**config.mk**
```make
export PLATFORM = sky130hd
export DESIGN_NAME = battery_level_moving_average_unit_flat
export DESIGN_NICKNAME = d
export VERILOG_FILES = /design/src/sv/bma_pkg.sv /design/src/sv/bma_if.sv /design/src/sv/bma_window.sv /design/src/sv/bma_average.sv /design/src/sv/bma_level.sv /design/src/sv/battery_level_moving_average_unit.sv /design/src/flat_wrapper.sv
export SDC_FILE = /design/constraint.sdc
export NUM_CORES = 1
export LEC_CHECK = 0
export BUFFER_PORTS_ARGS = -buffer_cell sky130_fd_sc_hd__buf_2
export CAP_MARGIN = 20
export CORE_AREA = 8 8 232 234
export CTS_BUF_LIST = sky130_fd_sc_hd__clkbuf_8
export DETAILED_ROUTE_END_ITERATION = 6
export DIE_AREA = 0 0 240 242
export PLACE_DENSITY = 0.48
export SYNTH_ARGS = -nofsm -noshare
export SYNTH_HDL_FRONTEND = slang
export SYNTH_SLANG_ARGS = --single-unit
```
**constraint.sdc**
```tcl
create_clock -name clk -period 6.4 [get_ports clk]
set_input_delay 1.92 -clock clk [delete_from_list [all_inputs] [get_ports clk]]
set_output_delay 1.92 -clock clk [all_outputs]
set_load 0.02 [all_outputs]
```
**src/sv/bma_pkg.sv**
```systemverilog
// Shared widths, scaling constants and inter-stage beat types of the battery level filter.
`timescale 1ns / 1ps
`default_nettype none

package bma_pkg;

    localparam int unsigned SAMPLE_W  = 12;
    localparam int unsigned SUM_W     = 16;
    localparam int unsigned PCT_W     = 7;
    localparam int unsigned BARS_W    = 2;
    localparam int unsigned MAX_WINDOW = 16;

    // The average is taken as sum * ceil(2^AVG_SHIFT / WINDOW) >> AVG_SHIFT.
    // With a 16-bit sum and a window of at most sixteen this is exact.
    localparam int unsigned AVG_SHIFT  = 21;
    localparam int unsigned AVG_MULT_W = AVG_SHIFT + 1;

    // The percentage is taken as (avg * 100) * ceil(2^31 / 4095) >> 31, exact for avg < 4096.
    localparam int unsigned SCALED_W   = 19;
    localparam int unsigned PCT_SHIFT  = 31;
    localparam int unsigned PCT_MULT_W = 20;
    localparam logic [PCT_MULT_W-1:0] PCT_MULT  = 20'd524417;
    localparam logic [SCALED_W-1:0]   PCT_SCALE = 19'd100;

    localparam logic [PCT_W-1:0]  PCT_MAX     = 7'd100;
    localparam logic [PCT_W-1:0]  PCT_ZERO    = 7'd0;
    localparam logic [PCT_W-1:0]  ONE_BAR_MAX = 7'd33;
    localparam logic [PCT_W-1:0]  TWO_BAR_MAX = 7'd66;

    localparam logic [BARS_W-1:0] BARS_NONE  = 2'd0;
    localparam logic [BARS_W-1:0] BARS_ONE   = 2'd1;
    localparam logic [BARS_W-1:0] BARS_TWO   = 2'd2;
    localparam logic [BARS_W-1:0] BARS_THREE = 2'd3;

    typedef struct packed {
        logic [SUM_W-1:0] sum;
        logic             priming;
    } window_beat_t;

    typedef struct packed {
        logic [SAMPLE_W-1:0] avg;
        logic                priming;
    } avg_beat_t;

endpackage

`default_nettype wire

```
**src/sv/bma_if.sv**
```systemverilog
// Valid/ready channel interfaces for ADC sample beats and battery level beats.
`timescale 1ns / 1ps
`default_nettype none

interface bma_in_if;
    import bma_pkg::*;

    logic                valid;
    logic                ready;
    logic [SAMPLE_W-1:0] sample;

    modport source (output valid, output sample, input ready);
    modport sink (input valid, input sample, output ready);
endinterface

interface bma_out_if;
    import bma_pkg::*;

    logic              valid;
    logic              ready;
    logic [PCT_W-1:0]  level_percent;
    logic [BARS_W-1:0] bar_count;
    logic              level_changed;
    logic              priming;

    modport source (output valid, output level_percent, output bar_count,
                    output level_changed, output priming, input ready);
    modport sink (input valid, input level_percent, input bar_count,
                  input level_changed, input priming, output ready);
endinterface

`default_nettype wire

```
**src/sv/bma_window.sv**
```systemverilog
// Sample input register, ring of recent samples and running window sum.
`timescale 1ns / 1ps
`default_nettype none

module bma_window #(
    parameter int unsigned WINDOW = 10
) (
    input  logic                  clk,
    input  logic                  rst_n,
    bma_in_if.sink                samples,
    output logic                  sum_valid,
    input  logic                  sum_ready,
    output bma_pkg::window_beat_t sum_beat
);
    import bma_pkg::*;

    localparam int unsigned SLOT_W = (WINDOW > 1) ? $clog2(WINDOW) : 1;
    localparam logic [SLOT_W-1:0] LAST_SLOT = SLOT_W'(WINDOW - 1);

    logic                in_valid_reg;
    logic [SAMPLE_W-1:0] sample_reg;
    logic [SAMPLE_W-1:0] store_reg [WINDOW];
    logic [SLOT_W-1:0]   slot_reg;
    logic [SLOT_W-1:0]   slot_next;
    logic [SUM_W-1:0]    sum_reg;
    logic [SUM_W-1:0]    sum_next;
    logic                full_reg;
    logic                sum_valid_reg;
    window_beat_t        beat_reg;
    logic                hold_ok;
    logic                in_ready;
    logic                fire;
    logic                wrap;

    assign hold_ok       = !sum_valid_reg || sum_ready;
    assign fire          = in_valid_reg && hold_ok;
    assign in_ready      = !in_valid_reg || hold_ok;
    assign samples.ready = in_ready;

    assign wrap      = (slot_reg == LAST_SLOT);
    assign slot_next = wrap ? '0 : slot_reg + 1'b1;
    assign sum_next  = sum_reg - SUM_W'(store_reg[slot_reg]) + SUM_W'(sample_reg);

    assign sum_valid = sum_valid_reg;
    assign sum_beat  = beat_reg;

    always_ff @(posedge clk or negedge rst_n)
    begin
        if (!rst_n)
        begin
            in_valid_reg  <= 1'b0;
            sum_valid_reg <= 1'b0;
        end
        else
        begin
            if (in_ready)
            begin
                in_valid_reg <= samples.valid;
            end
            if (hold_ok)
            begin
                sum_valid_reg <= in_valid_reg;
            end
        end
    end

    always_ff @(posedge clk)
    begin
        if (samples.valid && in_ready)
        begin
            sample_reg <= samples.sample;
        end
        if (fire)
        begin
            beat_reg.sum     <= sum_next;
            beat_reg.priming <= !full_reg;
        end
    end

    // The priming phase ends when the write slot first wraps back to zero.
    always_ff @(posedge clk or negedge rst_n)
    begin
        if (!rst_n)
        begin
            for (int i = 0; i < WINDOW; i++)
            begin
                store_reg[i] <= '0;
            end
            slot_reg <= '0;
            sum_reg  <= '0;
            full_reg <= 1'b0;
        end
        else if (fire)
        begin
            store_reg[slot_reg] <= sample_reg;
            slot_reg            <= slot_next;
            sum_reg             <= sum_next;
            if (wrap)
            begin
                full_reg <= 1'b1;
            end
        end
    end

endmodule

`default_nettype wire

```
**src/sv/bma_average.sv**
```systemverilog
// Window average stage: reciprocal multiply of the window sum, registered.
`timescale 1ns / 1ps
`default_nettype none

module bma_average #(
    parameter int unsigned WINDOW = 10
) (
    input  logic                  clk,
    input  logic                  rst_n,
    input  logic                  sum_valid,
    output logic                  sum_ready,
    input  bma_pkg::window_beat_t sum_beat,
    output logic                  avg_valid,
    input  logic                  avg_ready,
    output bma_pkg::avg_beat_t    avg_beat
);
    import bma_pkg::*;

    localparam logic [AVG_MULT_W-1:0] AVG_MULT =
        AVG_MULT_W'(((64'd1 << AVG_SHIFT) + 64'(WINDOW) - 64'd1) / 64'(WINDOW));
    localparam int unsigned PROD_W = SUM_W + AVG_MULT_W;

    logic              avg_valid_reg;
    avg_beat_t         beat_reg;
    logic              hold_ok;
    logic [PROD_W-1:0] product;

    assign hold_ok   = !avg_valid_reg || avg_ready;
    assign sum_ready = hold_ok;
    assign product   = PROD_W'(sum_beat.sum) * PROD_W'(AVG_MULT);

    assign avg_valid = avg_valid_reg;
    assign avg_beat  = beat_reg;

    always_ff @(posedge clk or negedge rst_n)
    begin
        if (!rst_n)
        begin
            avg_valid_reg <= 1'b0;
        end
        else if (hold_ok)
        begin
            avg_valid_reg <= sum_valid;
        end
    end

    always_ff @(posedge clk)
    begin
        if (sum_valid && hold_ok)
        begin
            beat_reg.avg     <= product[AVG_SHIFT +: SAMPLE_W];
            beat_reg.priming <= sum_beat.priming;
        end
    end

endmodule

`default_nettype wire

```
**src/sv/bma_level.sv**
```systemverilog
// Percentage and bar mapping, held level compare and the result register.
`timescale 1ns / 1ps
`default_nettype none

module bma_level (
    input  logic               clk,
    input  logic               rst_n,
    input  logic               avg_valid,
    output logic               avg_ready,
    input  bma_pkg::avg_beat_t avg_beat,
    bma_out_if.source          levels
);
    import bma_pkg::*;

    localparam int unsigned PCT_PROD_W = SCALED_W + PCT_MULT_W;

    logic                  out_valid_reg;
    logic [PCT_W-1:0]      out_pct_reg;
    logic [BARS_W-1:0]     out_bars_reg;
    logic                  out_changed_reg;
    logic                  out_priming_reg;
    logic [PCT_W-1:0]      held_pct_reg;
    logic [PCT_W-1:0]      held_pct_next;
    logic [BARS_W-1:0]     held_bars_reg;
    logic [BARS_W-1:0]     held_bars_next;
    logic                  hold_ok;
    logic                  take;
    logic [SCALED_W-1:0]   scaled;
    logic [PCT_PROD_W-1:0] pct_prod;
    logic [PCT_W-1:0]      pct_raw;
    logic [PCT_W-1:0]      pct;
    logic [BARS_W-1:0]     bars;
    logic                  changed;

    assign hold_ok   = !out_valid_reg || levels.ready;
    assign avg_ready = hold_ok;
    assign take      = avg_valid && hold_ok;

    assign scaled   = SCALED_W'(avg_beat.avg) * PCT_SCALE;
    assign pct_prod = PCT_PROD_W'(scaled) * PCT_PROD_W'(PCT_MULT);
    assign pct_raw  = pct_prod[PCT_SHIFT +: PCT_W];
    assign pct      = (pct_raw > PCT_MAX) ? PCT_MAX : pct_raw;

    always_comb
    begin
        if (pct == PCT_ZERO)
        begin
            bars = BARS_NONE;
        end
        else if (pct <= ONE_BAR_MAX)
        begin
            bars = BARS_ONE;
        end
        else if (pct <= TWO_BAR_MAX)
        begin
            bars = BARS_TWO;
        end
        else
        begin
            bars = BARS_THREE;
        end
    end

    // Priming beats report the held level unchanged.
    assign changed = !avg_beat.priming && ((pct != held_pct_reg) || (bars != held_bars_reg));
    assign held_pct_next  = changed ? pct : held_pct_reg;
    assign held_bars_next = changed ? bars : held_bars_reg;

    assign levels.valid         = out_valid_reg;
    assign levels.level_percent = out_pct_reg;
    assign levels.bar_count     = out_bars_reg;
    assign levels.level_changed = out_changed_reg;
    assign levels.priming       = out_priming_reg;

    always_ff @(posedge clk or negedge rst_n)
    begin
        if (!rst_n)
        begin
            out_valid_reg <= 1'b0;
            held_pct_reg  <= PCT_MAX;
            held_bars_reg <= BARS_THREE;
        end
        else
        begin
            if (hold_ok)
            begin
                out_valid_reg <= avg_valid;
            end
            if (take)
            begin
                held_pct_reg  <= held_pct_next;
                held_bars_reg <= held_bars_next;
            end
        end
    end

    always_ff @(posedge clk)
    begin
        if (take)
        begin
            out_pct_reg     <= held_pct_next;
            out_bars_reg    <= held_bars_next;
            out_changed_reg <= changed;
            out_priming_reg <= avg_beat.priming;
        end
    end

endmodule

`default_nettype wire

```
**src/sv/battery_level_moving_average_unit.sv**
```systemverilog
// Top level of the battery level moving-average filter.
//
//   channel   modport  beat payload
//   samples   sink     sample (12-bit ADC reading)
//   levels    source   level_percent, bar_count, level_changed, priming
//
// One beat can be accepted every cycle unless a stall on levels backs up; each result
// passes the sample input register and the window, average and level registers.
// The ring and window sum are updated together as a beat leaves the input register,
// so back-to-back samples never wait on one another. Reset clears the ring, the sum
// and the priming state and holds the level at 100 percent and three bars. A stall on
// levels holds every stage; samples.ready drops only once all stages hold a beat.
`timescale 1ns / 1ps
`default_nettype none

module battery_level_moving_average_unit #(
    parameter int unsigned WINDOW = 10
) (
    input  logic      clk,
    input  logic      rst_n,
    bma_in_if.sink    samples,
    bma_out_if.source levels
);
    import bma_pkg::*;

    logic         sum_valid;
    logic         sum_ready;
    window_beat_t sum_beat;
    logic         avg_valid;
    logic         avg_ready;
    avg_beat_t    avg_beat;

    bma_window #(
        .WINDOW (WINDOW)
    ) u_window (
        .clk       (clk),
        .rst_n     (rst_n),
        .samples   (samples),
        .sum_valid (sum_valid),
        .sum_ready (sum_ready),
        .sum_beat  (sum_beat)
    );

    bma_average #(
        .WINDOW (WINDOW)
    ) u_average (
        .clk       (clk),
        .rst_n     (rst_n),
        .sum_valid (sum_valid),
        .sum_ready (sum_ready),
        .sum_beat  (sum_beat),
        .avg_valid (avg_valid),
        .avg_ready (avg_ready),
        .avg_beat  (avg_beat)
    );

    bma_level u_level (
        .clk       (clk),
        .rst_n     (rst_n),
        .avg_valid (avg_valid),
        .avg_ready (avg_ready),
        .avg_beat  (avg_beat),
        .levels    (levels)
    );

endmodule

`default_nettype wire

```
**src/flat_wrapper.sv**
```systemverilog
// flat-port wrapper written by rule: the top's interface ports become plain ports
module battery_level_moving_average_unit_flat import bma_pkg::*;
#(
    parameter int unsigned WINDOW = 10
)
  (clk, rst_n, samples_valid, samples_sample, samples_ready, levels_valid, levels_level_percent, levels_bar_count, levels_level_changed, levels_priming, levels_ready);
  bma_in_if samples_i ();
  bma_out_if levels_i ();
  input  logic clk;
  input  logic rst_n;
  input wire logic [$bits(samples_i.valid)-1:0] samples_valid;
  input wire logic [$bits(samples_i.sample)-1:0] samples_sample;
  output wire logic [$bits(samples_i.ready)-1:0] samples_ready;
  output wire logic [$bits(levels_i.valid)-1:0] levels_valid;
  output wire logic [$bits(levels_i.level_percent)-1:0] levels_level_percent;
  output wire logic [$bits(levels_i.bar_count)-1:0] levels_bar_count;
  output wire logic [$bits(levels_i.level_changed)-1:0] levels_level_changed;
  output wire logic [$bits(levels_i.priming)-1:0] levels_priming;
  input wire logic [$bits(levels_i.ready)-1:0] levels_ready;
  assign samples_i.valid = samples_valid;
  assign samples_i.sample = samples_sample;
  assign samples_ready = samples_i.ready;
  assign levels_valid = levels_i.valid;
  assign levels_level_percent = levels_i.level_percent;
  assign levels_bar_count = levels_i.bar_count;
  assign levels_level_changed = levels_i.level_changed;
  assign levels_priming = levels_i.priming;
  assign levels_i.ready = levels_ready;
  battery_level_moving_average_unit #(.WINDOW(WINDOW)) u_core (.clk(clk), .rst_n(rst_n), .samples(samples_i), .levels(levels_i));
endmodule
```
* Word level (Yosys, flattened, before mapping)
Index checks and enable logic that the tools add are counted.
** Cells by class
- $add $sub $neg :: 3
- Multipliers :: 3
- $lt $le $gt $ge :: 5
- Equality and inequality tests :: 3
- Multiplexer cells :: 13
- Bitwise operators :: 1
- Reduce and logical (&&, ||, !) cells :: 19
** Operators with widths (number)
- 120-bit bitwise mux :: 1
- 12-bit binary-select mux with 4-bit select :: 1
- 12-bit demux with 4-bit select :: 1
- 17-bit by 20-bit multiplier with 36-bit output (second input constant) :: 1
- 12-bit 2-to-1 mux :: 3
- 16-bit by 16-bit multiplier with 31-bit output (second input constant) :: 1
- 12-bit by 5-bit multiplier with 17-bit output (second input constant) :: 1
- 16-bit by 12-bit adder with 16-bit output :: 1
- 16-bit by 12-bit subtractor with 16-bit output :: 1
- 7-bit 2-to-1 mux :: 2
- 7-bit > comparator (second input constant) :: 1
- 7-bit by 6-bit <= comparator with 1-bit output (second input constant) :: 1
- 7-bit <= comparator (second input constant) :: 1
- 7-bit logical NOT :: 1
- 7-bit inequality test :: 1
- 1-bit logical AND :: 6
- 1-bit logical NOT :: 6
- 2-bit 2-to-1 mux :: 3
- 5-bit greater-or-equal comparator (second input constant) :: 1
- 1-bit logical OR :: 5
- 5-bit by 1-bit < comparator with 1-bit output (second input constant) :: 1
- 4-bit inverter with 5-bit output :: 1
- 4-bit by 1-bit adder with 4-bit output (second input constant) :: 1
- 4-bit equality test (second input constant) :: 1
- 4 further kinds :: 4
** Storage, ports and cells
- Register bits after elaboration :: 207
- Input bits :: 16
- Output and inout bits :: 13
- Word-level logic and storage cells :: 75

* Depth between registers and ports, before layout
Gate-level depths: netlist (run 1).
- Word-level depth :: 12
- Mapped depth :: 30

* Cells and area by module
From an unflattened synthesis (run 1), not the netlist that was laid out.
** Unflattened totals
- Cell total of the unflattened synthesis :: 1655
- Area total of the unflattened synthesis :: 16847.4 sq um
** By module, submodules not included
- bma_window :: instances 1, cells each 741, area an instance 8117.8 sq um
- bma_average :: instances 1, cells each 527, area an instance 5098.6 sq um
- bma_level :: instances 1, cells each 387, area an instance 3631.0 sq um

* Least setup slack after synthesis (run 1)
Ideal clock, no wire load.
- Path type :: reg-to-reg
- Start :: reg u_core.u_average.beat_reg, in the netlist u_core.u_average.avg_beat[5]
- End :: reg u_core.u_level.held_pct_reg[0]
- Data arrival time :: 6.876 ns
- Required time :: 6.275 ns
- Setup slack :: -0.601 ns
- Cell stages (with the launch flop) :: 29
- Path through :: edfxtp_1 > ha_1 > ha_1 > inv_1 > fa_1 > inv_1 > ha_1 > buf_6 > or4_4 > o2111ai_1 > a21oi_2 > xor2_2 > inv_2 > ha_1 > ha_1 > ha_1 > ha_1 > a21oi_1 > o21ai_0 > a21oi_1 > o31ai_1 > o211ai_2 > or3_1 > buf_2 > o2bb2ai_1 > nor3_2 > a22oi_2 > a311oi_4 > mux2_2
** Between the ends
- Longest elaborated chain between the ends :: 12
- Elaborated cells on any way between the ends :: 15
- Classes of those cells :: 2 x mul; 3 x order compare; 2 x eq/ne; 5 x mux; 3 x reduce/logical
** Ends and longest elaborated chain
- start: declaration :: line bma_average.sv:24 : avg_beat_t beat_reg;
- 12-bit by 5-bit multiplier with 17-bit output * :: line bma_level.sv:39 : assign scaled = SCALED_W'(avg_beat.avg) * PCT_SCALE;
- 17-bit by 20-bit multiplier with 36-bit output * :: line bma_level.sv:40 : assign pct_prod = PCT_PROD_W'(scaled) * PCT_PROD_W'(PCT_MULT);
- 7-bit > comparator :: line bma_level.sv:42 : assign pct = (pct_raw > PCT_MAX) ? PCT_MAX : pct_raw;
- 7-bit 2-to-1 mux * :: line bma_level.sv:42
- 7-bit <= comparator :: line bma_level.sv:54 : else if (pct <= TWO_BAR_MAX)
- 1-bit 2-to-1 mux :: line bma_level.sv:54
- 2-bit 2-to-1 mux :: line bma_level.sv:50 : else if (pct <= ONE_BAR_MAX)
- 2-bit 2-to-1 mux :: line bma_level.sv:46 : if (pct == PCT_ZERO)
- 2-bit inequality test :: line bma_level.sv:65 : assign changed = !avg_beat.priming && ((pct != held_pct_reg) || (bars != held_bars_reg));
- 1-bit logical OR :: line bma_level.sv:65
- 1-bit logical AND :: line bma_level.sv:65
- 7-bit 2-to-1 mux * :: line bma_level.sv:66 : assign held_pct_next = changed ? pct : held_pct_reg;
- end signal: assignment :: line bma_level.sv:91 : held_pct_reg <= held_pct_next;
- end: declaration :: line bma_level.sv:22 : logic [PCT_W-1:0] held_pct_reg;
Mark *: on every way between the ends. The rest lies on a longest branch, timed or not.
A chain may end at the register's enable or synchronous reset.

* Worst setup path after layout (run 1)
- Start :: reg u_core.u_average.beat_reg, in the netlist u_core.u_average.avg_beat[7]
- End :: reg u_core.u_level.out_pct_reg[3] (netlist: u_core.u_level.levels.level_percent[3]), data pin
** Between the ends
- Longest elaborated chain between the ends :: 12
- Elaborated cells on any way between the ends :: 15
- Classes of those cells :: 2 x mul; 3 x order compare; 2 x eq/ne; 5 x mux; 3 x reduce/logical
** Ends and longest elaborated chain
- 12-bit by 5-bit multiplier with 17-bit output * :: line bma_level.sv:39
- 17-bit by 20-bit multiplier with 36-bit output * :: line bma_level.sv:40
- 7-bit > comparator :: line bma_level.sv:42
- 7-bit 2-to-1 mux * :: line bma_level.sv:42
- 7-bit <= comparator :: line bma_level.sv:54
- 1-bit 2-to-1 mux :: line bma_level.sv:54
- 2-bit 2-to-1 mux :: line bma_level.sv:50
- 2-bit 2-to-1 mux :: line bma_level.sv:46
- 2-bit inequality test :: line bma_level.sv:65
- 1-bit logical OR * :: line bma_level.sv:65
- 1-bit logical AND * :: line bma_level.sv:65
- via u_core.u_level.changed :: line bma_level.sv:33 : logic changed;
- 7-bit 2-to-1 mux * :: line bma_level.sv:66
- via u_core.u_level.held_pct_next[3] :: line bma_level.sv:23 : logic [PCT_W-1:0] held_pct_next;
- end signal: assignment :: line bma_level.sv:101 : out_pct_reg <= held_pct_next;
- end: declaration :: line bma_level.sv:18 : logic [PCT_W-1:0] out_pct_reg;
The timed path passes the listed nets; every way through them passes the cells marked *.

==> results of run 1 <==
through the flow:
step | hold WS (ns) | setup WS [ns]
final | 0.4279 | -0.2802
after global routing | 0.4419 | -0.5860
after CTS | 0.4295 | -0.3175
after detailed placement | 0.4065 | -0.5570
after global placement | 0.4034 | -0.3829
after floorplan | 0.4003 | -0.3778
layout make-up:
class                      count  area [µm²]
multi-input combinational   1066       10380
antenna                        1       2.502
clock inverter                23       193.9
tap                          680       850.8
inverter                     236       885.9
fill                        5148       30950
sequential                   207        5453
timing repair buffer         156        1150
clock buffer                  44       605.6
worst max-delay path, delay by kind of cell (launching register included):
family | cells | cell delay [ns]
compound gates | 7 | 1.24
xor+xnor | 1 | 0.18
fa+ha+maj | 8 | 2.13
buf+inv | 5 | 0.50
flops | 1 | 0.42
mux | 1 | 0.37
simple gates | 6 | 1.59
cells by family after synthesis:
group                      synth area share
buffers and inverters               0.06907
DFF                                  0.3340
xor gates and xnor gates            0.02514
adders and majority gates            0.3043
and+or+nand+nor                     0.09552
AOI/OAI and AO/OA                    0.1130
muxes                               0.05895
worst max-delay path by stage:
stage / end / slack, ns / cells after the start
CTS: u_core.u_level.held_pct_reg[4] / -0.32 / 29
global route: u_core.u_level.levels.level_percent[3] / -0.59 / 28
finish: u_core.u_level.levels.level_percent[3] / -0.28 / 28
floorplan: u_core.u_level.held_pct_reg[0] / -0.38 / 29
global placement: u_core.u_level.levels.level_percent[4] / -0.38 / 29
detailed placement: u_core.u_level.levels.level_percent[0] / -0.56 / 29
per-layer routing:
metal | GRT usage | up-vias
met3 | 0.02036 | 60
met1 | 0.1865 | 5561
li1 | - | 5643
met5 | 0 | -
met2 | 0.2201 | 133
met4 | 0.03587 | 0
synthesized netlist by cell type, drive strengths merged, types with 7 or more instances:
cell / number / area [µm²]
nand3: 19 / 100.1
nand2: 162 / 608.1
xnor2: 29 / 280.3
dfrtp: 149 / 3729
fa: 100 / 2002
nor2b: 10 / 62.56
ha: 237 / 2965
buf: 13 / 67.57
and3: 7 / 43.79
nor3: 25 / 151.4
mux4: 24 / 540.5
a21oi: 32 / 167.7
mux2: 25 / 281.5
clkbuf: 46 / 173.9
xor2: 14 / 130.1
nand2b: 14 / 87.58
a22oi: 15 / 122.6
o21ai: 168 / 848.3
o21a: 7 / 60.05
a21o: 9 / 67.56
and2: 10 / 62.56
edfxtp: 53 / 1592
mux2i: 14 / 140.1
nor2: 51 / 191.4
inv: 236 / 885.9
what timing repair did:
action,CTS,global route
pin swaps,47,15
hold buffers,0,0
setup buffers,12,6
setup endpoints to repair,17,18
gates resized for setup,55,28
placed cells by master (no fill, tap or decap), types with 27 or more instances in the layout:
cell type and count:
buf_2 27, buf_4 119, clkbuf_8 44, dfrtp_1 148
edfxtp_1 53, fa_1 100, ha_1 209, inv_1 244
nand2_1 160, nor2_1 50, o21ai_0 156
==> impl_metrics.py, run 1 <==
metrics = {
    "critical_path": {
        "r2r_cells": 28,
        "crit_start": "u_core.u_average.avg_beat[7]",
        "worstReg2RegEnd": "u_core.u_level.levels.level_percent[3]",
        "endpoint_kind": "flop",
        "required_ns": 6.68,
        "path_class": "flop to flop",
        "max_stage_delay_ns": 0.57,
        "r2r_setup_slack_ns": -0.28,
        "r2r_start": "u_core.u_average.avg_beat[7]",
        "start_kind": "flop",
        "critPathArrivalTime_ns": 6.96,
        "crit_fanout": 6,
        "crit_path_top_delay_cell": "or4_4",
        "worst_path_most_repeated_cell": "ha_4",
    },
    "global_routing": {
        "grt_pass1_wl_um": 63860,
        "grt-ovfl-total": 0,
        "gr-usage-all-layers": 0.1355,
        "grt_max_degree": 61,
        "grt_pass1_vias": 12060,
        "antenna_found_initial": 1,
    },
    "sta": {
        "post-route-min-period_ns": 6.680,
        "relSlewSlack": 0.2813,
        "tightest_slew_ns": 1.075,
        "finalSetupTns_ns": -3.275,
        "rsz0062_at_grt": "true",
        "fmax_mhz": 149.7,
        "hold_viol": 0,
        "setup_viol": 13,
        "period_share": 1.044,
        "setup_slack_ns": -0.2802,
        "skew_ns": 0.02278,
        "slew_violations": 0,
    },
    "synth": {
        "yosysSeqAreaShare": 0.3340,
        "synth_fp_nets": 1921,
        "synth-async-reset-ratio": 0.7440,
        "synth_edf_count": 53,
        "ys_ff_latch": 207,
        "ys_warn_count": 0,
        "syn_area_mm2": 0.01632,
        "syn-instance-count": 1568,
        "synth_area_per_cell_um2": 10.41,
        "synthFlopType": "dfrtp_1",
        "synth_cell_type_count": 86,
    },
    "placed_design": {
        "portBuffers": 28,
        "dp_cells": 2328,
        "dpl.hpwl_um": 29710,
        "dpl-instance-area_mm2": 0.01813,
        "gp_congestion": 0.8191,
    },
    "hold_path": {
        "hold_depth": 0,
        "whs_endpoint": "u_core.u_average.avg_beat[0]",
        "min-delay-start": "u_core.u_window.sum_beat[0]",
        "hold_path_class": "flop to flop",
    },
    "routing": {
        "met3_wirelength_um": 1083,
        "drt_first_pass_iters": 5,
        "wl_met1_um": 18250,
        "vias": 11400,
        "drt_iter0_drc": 575,
        "wl_met2_um": 18210,
        "wl_um": 38340,
        "wl_per_cell_um": 15.89,
        "vias_per_cell": 4.723,
        "routed.top_layer": "met4",
        "ant_nets": 0,
        "drc": 0,
    },
    "clock_tree": {
        "htreeDepth": 2,
        "cts_tree": "done",
        "clock_latency_ns": 0.55,
        "clock-sinks": 207,
        "clockBufferDepth": 3,
        "clk_pin_slew_ns": 0.06,
        "root_buffer": "clkbuf_8",
        "cts_buffers": 37,
    },
    "finish": {
        "final_cell_area_mm2": 0.01953,
        "syn_to_final_growth_pct": 19.62,
        "final_nets": 2057,
        "fin_util": 0.3869,
        "instances_no_fill": 2413,
        "largest_reg_flops": 120,
        "drive_gt1_frac": 0.2090,
    },
    "run_status": {
        "status": "finished, violations left",
        "violations": "negative setup slack",
    },
    "die": {
        "fp.dieW_um": 240,
        "coreArea_mm2": 0.05047,
        "die-area_mm2": 0.05808,
        "io_pins": 29,
        "start_util": 0.3234,
        "die_y_um": 242,
        "rows": 83,
    },
    "run": {
        "maxCapViolations": 0,
    },
}
Power of run 1 is not shown: default switching activity piles up to over one toggle a cycle in this logic, so the estimate is an artifact.
==> run 2, diff against run 1 <==
Settings changed: CORE_AREA 8 8 232 234 to 8 8 235 237, DIE_AREA 0 0 240 242 to 0 0 243 245, SYNTH_HIERARCHICAL from default to 1.
==> impl_metrics.py, run 2 <==
metrics = {
    "synth": {
        "synthSimpleGateAreaFrac": 0.09558,
        "yosysTopAreaCell": "dfrtp_1",
        "yosysMostFrequentCell": "inv_1",
        "synth_edf_count": 53,
        "yosysSeqAreaShare": 0.3236,
        "syn_area_mm2": 0.01685,
        "synth.top_cells.by_count": "inv_1 (262), ha_1 (237), nand2_1 (170)",
        "synth-compound-area-share": 0.1209,
        "ys_warn_count": 6,
        "synth_fp_nets": 2006,
        "ys_ff_latch": 207,
        "synth_fa_ha_area_frac": 0.2925,
        "synth.area.mux_share": 0.06417,
        "syn-instance-count": 1655,
        "synth_cell_type_count": 87,
        "synth_top_area_frac": 0.2213,
        "synth_top_family_by_area": "adder cells",
        "synthTopCellsByArea": "dfrtp_1 (22%), ha_1 (18%), fa_1 (12%)",
        "synth-async-reset-ratio": 0.7440,
        "synthFlopType": "dfrtp_1",
        "synth_area_per_cell_um2": 10.18,
        "synthXorXnorAreaFrac": 0.02882,
    },
    "clock_tree": {
        "clockBufferDepth": 3,
        "htreeDepth": 2,
        "cts_buffers": 36,
        "postCtsHoldBufs": 0,
        "root_buffer": "clkbuf_8",
        "clk_pin_slew_ns": 0.07,
        "cts_tree": "done",
        "clock-sinks": 207,
        "clock_latency_ns": 0.54,
    },
    "die": {
        "io_pins": 29,
        "die_y_um": 245,
        "rows": 84,
        "coreArea_mm2": 0.05171,
        "die-area_mm2": 0.05954,
        "start_util": 0.3258,
        "fp.dieW_um": 243,
    },
    "sta": {
        "setup_viol": 16,
        "hold_viol": 0,
        "relSlewSlack": 0.3505,
        "skew_ns": 0.03132,
        "post-route-min-period_ns": 6.875,
        "tightest_slew_ns": 0.9715,
        "finalSetupTns_ns": -6.931,
        "fmax_mhz": 145.5,
        "rsz0062_at_grt": "true",
        "setup_slack_ns": -0.4747,
        "slew_violations": 0,
        "period_share": 1.074,
    },
    "critical_path": {
        "crit_path_top_delay_cell": "or4_4",
        "endpoint_kind": "flop",
        "start_kind": "flop",
        "endpoint": "u_core/u_level/held_pct_reg[0]",
        "crit_fanout": 8,
        "worst_path_most_repeated_cell": "ha_1",
        "max_stage_delay_ns": 0.56,
        "critPathBufInv": 5,
        "critPathArrivalTime_ns": 7.27,
        "path_delay_family": "adder cells",
        "r2r_cells": 27,
        "required_ns": 6.79,
        "crit_start": "u_core/u_average/avg_beat[4]",
        "path_depth": 27,
        "r2r_setup_slack_ns": -0.47,
        "worstReg2RegEnd": "u_core/u_level/held_pct_reg[0]",
        "r2r_start": "u_core/u_average/avg_beat[4]",
        "path_class": "flop to flop",
    },
    "finish": {
        "antennaDiodeCount": 0,
        "final_nets": 2144,
        "drive_gt1_frac": 0.2037,
        "layout_commonest_cell": "inv_1",
        "final_cell_mix": "inv_1 (269), ha_1 (210), nand2_1 (170)",
        "largest_reg_flops": 120,
        "syn_to_final_growth_pct": 18.08,
    },
    "routing": {
        "wl_per_cell_um": 16.21,
        "drt_iter0_drc": 564,
        "vias": 11950,
        "drc": 0,
        "drt_first_pass_iters": 5,
        "vias_per_cell": 4.763,
        "ant_nets": 0,
        "wl_um": 40680,
    },
    "run": {
        "maxCapViolations": 0,
    },
    "placed_design": {
        "dpl.hpwl_um": 32160,
        "gp_congestion": 0.8530,
        "portBuffers": 28,
        "dpl_worst_slack_ns": -0.7952,
    },
    "global_routing": {
        "gr-usage-all-layers": 0.1374,
        "grt_pass1_wl_um": 67390,
        "grt-ovfl-total": 0,
        "grt_pass1_vias": 12610,
        "grt_max_degree": 83,
        "antenna_found_initial": 0,
    },
    "hold_path": {
        "hold_path_class": "flop to flop",
    },
    "run_status": {
        "status": "finished, violations left",
        "violations": "negative setup slack",
    },
}
run 2: changes by cell type in the layout (fill, tap and decap cells not counted), sizes merged, moves of 5 or more:
cell     delta
inv        +31
a21oi      +17
a21o       +10
nand2      +10
mux2        +9
nand4       +9
xor2        +7
a21boi      -6
nor2        -6
o22ai       +6
a2111oi     -5
a211oi      +5
nor3        -5
run 2: metrics by stage:
step                      instances  utilization  hold slack (ns)  area [µm²]
after detailed placement       2421       0.3627           0.4099       18750
after global placement         2421       0.3627           0.4088       18750
final                          2509       0.3847           0.4231       19890
after CTS                      2502       0.3815           0.4247       19730
after floorplan                1655            -           0.4003       17200
after global routing           2509       0.3847           0.4362       19890
run 2: logic make-up after synthesis:
kind of cell,count (synthesis)
adder cells (fa/ha/maj),335
XOR/XNOR,53
flip-flops,207
AND/OR/NAND/NOR,338
buffers and inverters,321
multiplexers,70
AO/OA/AOI/OAI,331
run 2: worst reg2reg max path, stage by stage, from the launching register on:
cell,delay (ns)
edfxtp_1,0.42
ha_1,0.32
ha_1,0.27
inv_1,0.05
fa_1,0.51
inv_2,0.05
ha_4,0.16
buf_4,0.13
a21o_1,0.16
a31o_2,0.24
o211a_1,0.23
or4_4,0.56
clkinv_4,0.09
ha_4,0.20
ha_4,0.15
ha_1,0.30
ha_1,0.30
nand4_1,0.08
o21a_1,0.20
o2111a_2,0.32
nor4_4,0.31
xnor3_1,0.31
buf_6,0.14
mux2_2,0.27
and4_4,0.18
a41o_4,0.23
nand2b_4,0.22
mux2_4,0.35
run 2: area by class of cell:
class / count / area (µm²)
Timing Repair Buffer: 157 / 1135
Tap cell: 688 / 860.8
Clock buffer: 42 / 578.1
Multi-Input combinational cell: 1127 / 10760
Clock inverter: 24 / 110.1
Sequential cell: 207 / 5453
Fill cell: 5216 / 31820
Inverter: 264 / 996.0
run 2: what timing repair did:
action	4_1_cts	5_1_grt
setup endpoints to repair	18	19
pin swaps	25	12
setup buffers	16	7
gates resized for setup	34	24
run 2: metal layers:
layer  GRT usage  part of all wire  vias up
met5           0                 0        -
met4     0.03121             0.020        0
met1      0.1846              0.48     5788
met3     0.01750             0.024       65
li1            -                 -     5962
met2      0.2349              0.48      136
run 2: worst min path at each step:
stage	slack (ns)	startpoint	end	depth (start not counted)
after floorplan	0.40	u_core/u_window/sum_beat[0]	u_core/u_average/avg_beat[0]	0
after global placement	0.41	u_core/u_window/sum_beat[0]	u_core/u_average/avg_beat[0]	0
after detailed placement	0.41	u_core/u_window/sum_beat[0]	u_core/u_average/avg_beat[0]	0
after CTS	0.42	u_core/u_window/sum_beat[0]	u_core/u_average/avg_beat[0]	0
after global routing	0.44	u_core/u_window/sum_beat[0]	u_core/u_average/avg_beat[0]	0
final	0.42	u_core/u_window/sum_beat[0]	u_core/u_average/avg_beat[0]	0
Power of run 2 is left out for the same reason.
==> run 3, diff against run 2 <==
Settings changed: PLACE_DENSITY 0.48 to 0.46.
Clock period 6.4 ns to 8.5 ns, I/O delays scaled along.
==> impl_metrics.py, run 3 (synthesized netlist as in run 2, its figures left out) <==
metrics = {
    "run_status": {
        "status": "finished clean",
    },
    "hold_path": {
        "hold_depth": 0,
        "whs_endpoint": "u_core/u_average/avg_beat[0]",
        "hold_path_class": "flop to flop",
        "min-delay-start": "u_core/u_window/sum_beat[0]",
    },
    "clock_tree": {
        "root_buffer": "clkbuf_8",
        "cts_buffers": 37,
        "clock_latency_ns": 0.55,
        "clock-sinks": 207,
        "htreeDepth": 2,
        "clockBufferDepth": 3,
        "clk_pin_slew_ns": 0.06,
        "cts_tree": "done",
    },
    "critical_path": {
        "worst_path_most_repeated_cell": "ha_1",
        "r2r_start": "u_core/u_average/avg_beat[7]",
        "worstReg2RegEnd": "u_core/u_level/levels.level_percent[0]",
        "path_class": "flop to flop",
        "required_ns": 8.76,
        "r2r_setup_slack_ns": 0.62,
        "crit_fanout": 7,
        "critPathArrivalTime_ns": 8.14,
        "endpoint_kind": "flop",
        "start_kind": "flop",
        "critPathBufInv": 4,
        "crit_path_top_delay_cell": "fa_1",
        "max_stage_delay_ns": 0.50,
        "path_delay_family": "adder cells",
        "r2r_cells": 31,
    },
    "finish": {
        "nFillCells": 5306,
        "final_nets": 2033,
        "largest_reg_flops": 120,
        "seq_area_mm2": 0.005453,
        "drive_gt1_frac": 0.1095,
        "antennaDiodeCount": 0,
        "syn_to_final_growth_pct": 9.632,
        "layout_commonest_cell": "inv_1",
        "multi_input_comb_area_mm2": 0.01017,
        "final_cell_mix": "inv_1 (278), ha_1 (237), nand2_1 (170)",
    },
    "routing": {
        "vias_per_cell": 4.807,
        "drt_first_pass_iters": 5,
        "drc": 0,
        "vias": 11520,
        "drt_iter0_drc": 448,
        "wl_um": 40170,
        "ant_nets": 0,
        "wl_per_cell_um": 16.76,
    },
    "sta": {
        "relSlewSlack": 0.3016,
        "tightest_slew_ns": 1.048,
        "post-route-min-period_ns": 7.881,
        "slew_violations": 0,
        "rsz0062_at_grt": "false",
        "fmax_mhz": 126.9,
        "skew_ns": 0.05355,
        "setup_viol": 0,
        "period_share": 0.9272,
        "finalSetupTns_ns": 0,
        "hold_viol": 0,
    },
    "placed_design": {
        "dpl.hpwl_um": 30960,
        "portBuffers": 28,
        "gp_congestion": 0.8398,
    },
    "die": {
        "io_pins": 29,
        "fp.dieW_um": 243,
        "coreArea_mm2": 0.05171,
        "die-area_mm2": 0.05954,
        "die_y_um": 245,
        "rows": 84,
        "start_util": 0.3258,
    },
    "run": {
        "maxCapViolations": 0,
    },
    "global_routing": {
        "gr-usage-all-layers": 0.1345,
        "grt-ovfl-total": 0,
        "grt_pass1_vias": 12040,
        "antenna_found_initial": 0,
        "grt_max_degree": 81,
        "grt_pass1_wl_um": 65550,
    },
}
==> run 3: worst max path at each step <==
stage | from | end | slack, ns | cells after the start
3_3_place_gp | u_core/u_average/avg_beat[7] | u_core/u_level/held_pct_reg[4] | 0.55 | 32
3_5_place_dp | u_core/u_average/avg_beat[7] | u_core/u_level/held_pct_reg[3] | 0.36 | 31
5_1_grt | u_core/u_average/avg_beat[7] | u_core/u_level/levels.level_percent[1] | 0.04 | 31
4_1_cts | u_core/u_average/avg_beat[7] | u_core/u_level/held_pct_reg[4] | 0.26 | 31
2_1_floorplan | u_core/u_average/avg_beat[7] | u_core/u_level/held_pct_reg[0] | 1.16 | 34
6_report | u_core/u_average/avg_beat[7] | u_core/u_level/levels.level_percent[0] | 0.62 | 31
==> run 3: layer usage <==
metal / wire, µm / up-vias / GRT usage
li1: - / 5756 / -
met1: 19400 / 5588 / 0.1833
met2: 19220 / 128 / 0.2292
met3: 988 / 45 / 0.01630
met4: 565 / 0 / 0.02627
met5: 0 / - / 0
==> run 3: layout make-up <==
type | instances | area share
inverters | 264 | 0.05372
repair buffers | 45 | 0.01572
multi-input cells | 1127 | 0.5507
clock buffers | 40 | 0.02981
flip-flops and latches | 207 | 0.2952
clock inverters | 25 | 0.008264
well taps | 688 | 0.04661
==> run 3: timing repair <==
| action | in CTS | in global routing |
|---|---|---|
| gates resized for setup | 0 | 7 |
| hold buffers | 0 | 0 |
| buffers inserted | 0 | 2 |
| setup endpoints to repair | 0 | 15 |
==> run 3: stage by stage <==
| step | util | worst slack (ns) | hold slack (ns) | instances | area (µm²) |
|---|---|---|---|---|---|
| 2_1_floorplan | - | 1.160 | 0.4003 | 1655 | 16850 |
| 3_3_place_gp | 0.3423 | 0.5453 | 0.4079 | 2328 | 17700 |
| 3_5_place_dp | 0.3423 | 0.3575 | 0.4129 | 2328 | 17700 |
| 4_1_cts | 0.3559 | 0.2598 | 0.4268 | 2393 | 18400 |
| 5_1_grt | 0.3572 | 0.03610 | 0.4391 | 2396 | 18470 |
| 6_report | 0.3572 | 0.6189 | 0.4230 | 2396 | 18470 |
Power of run 3 is left out for the same reason.
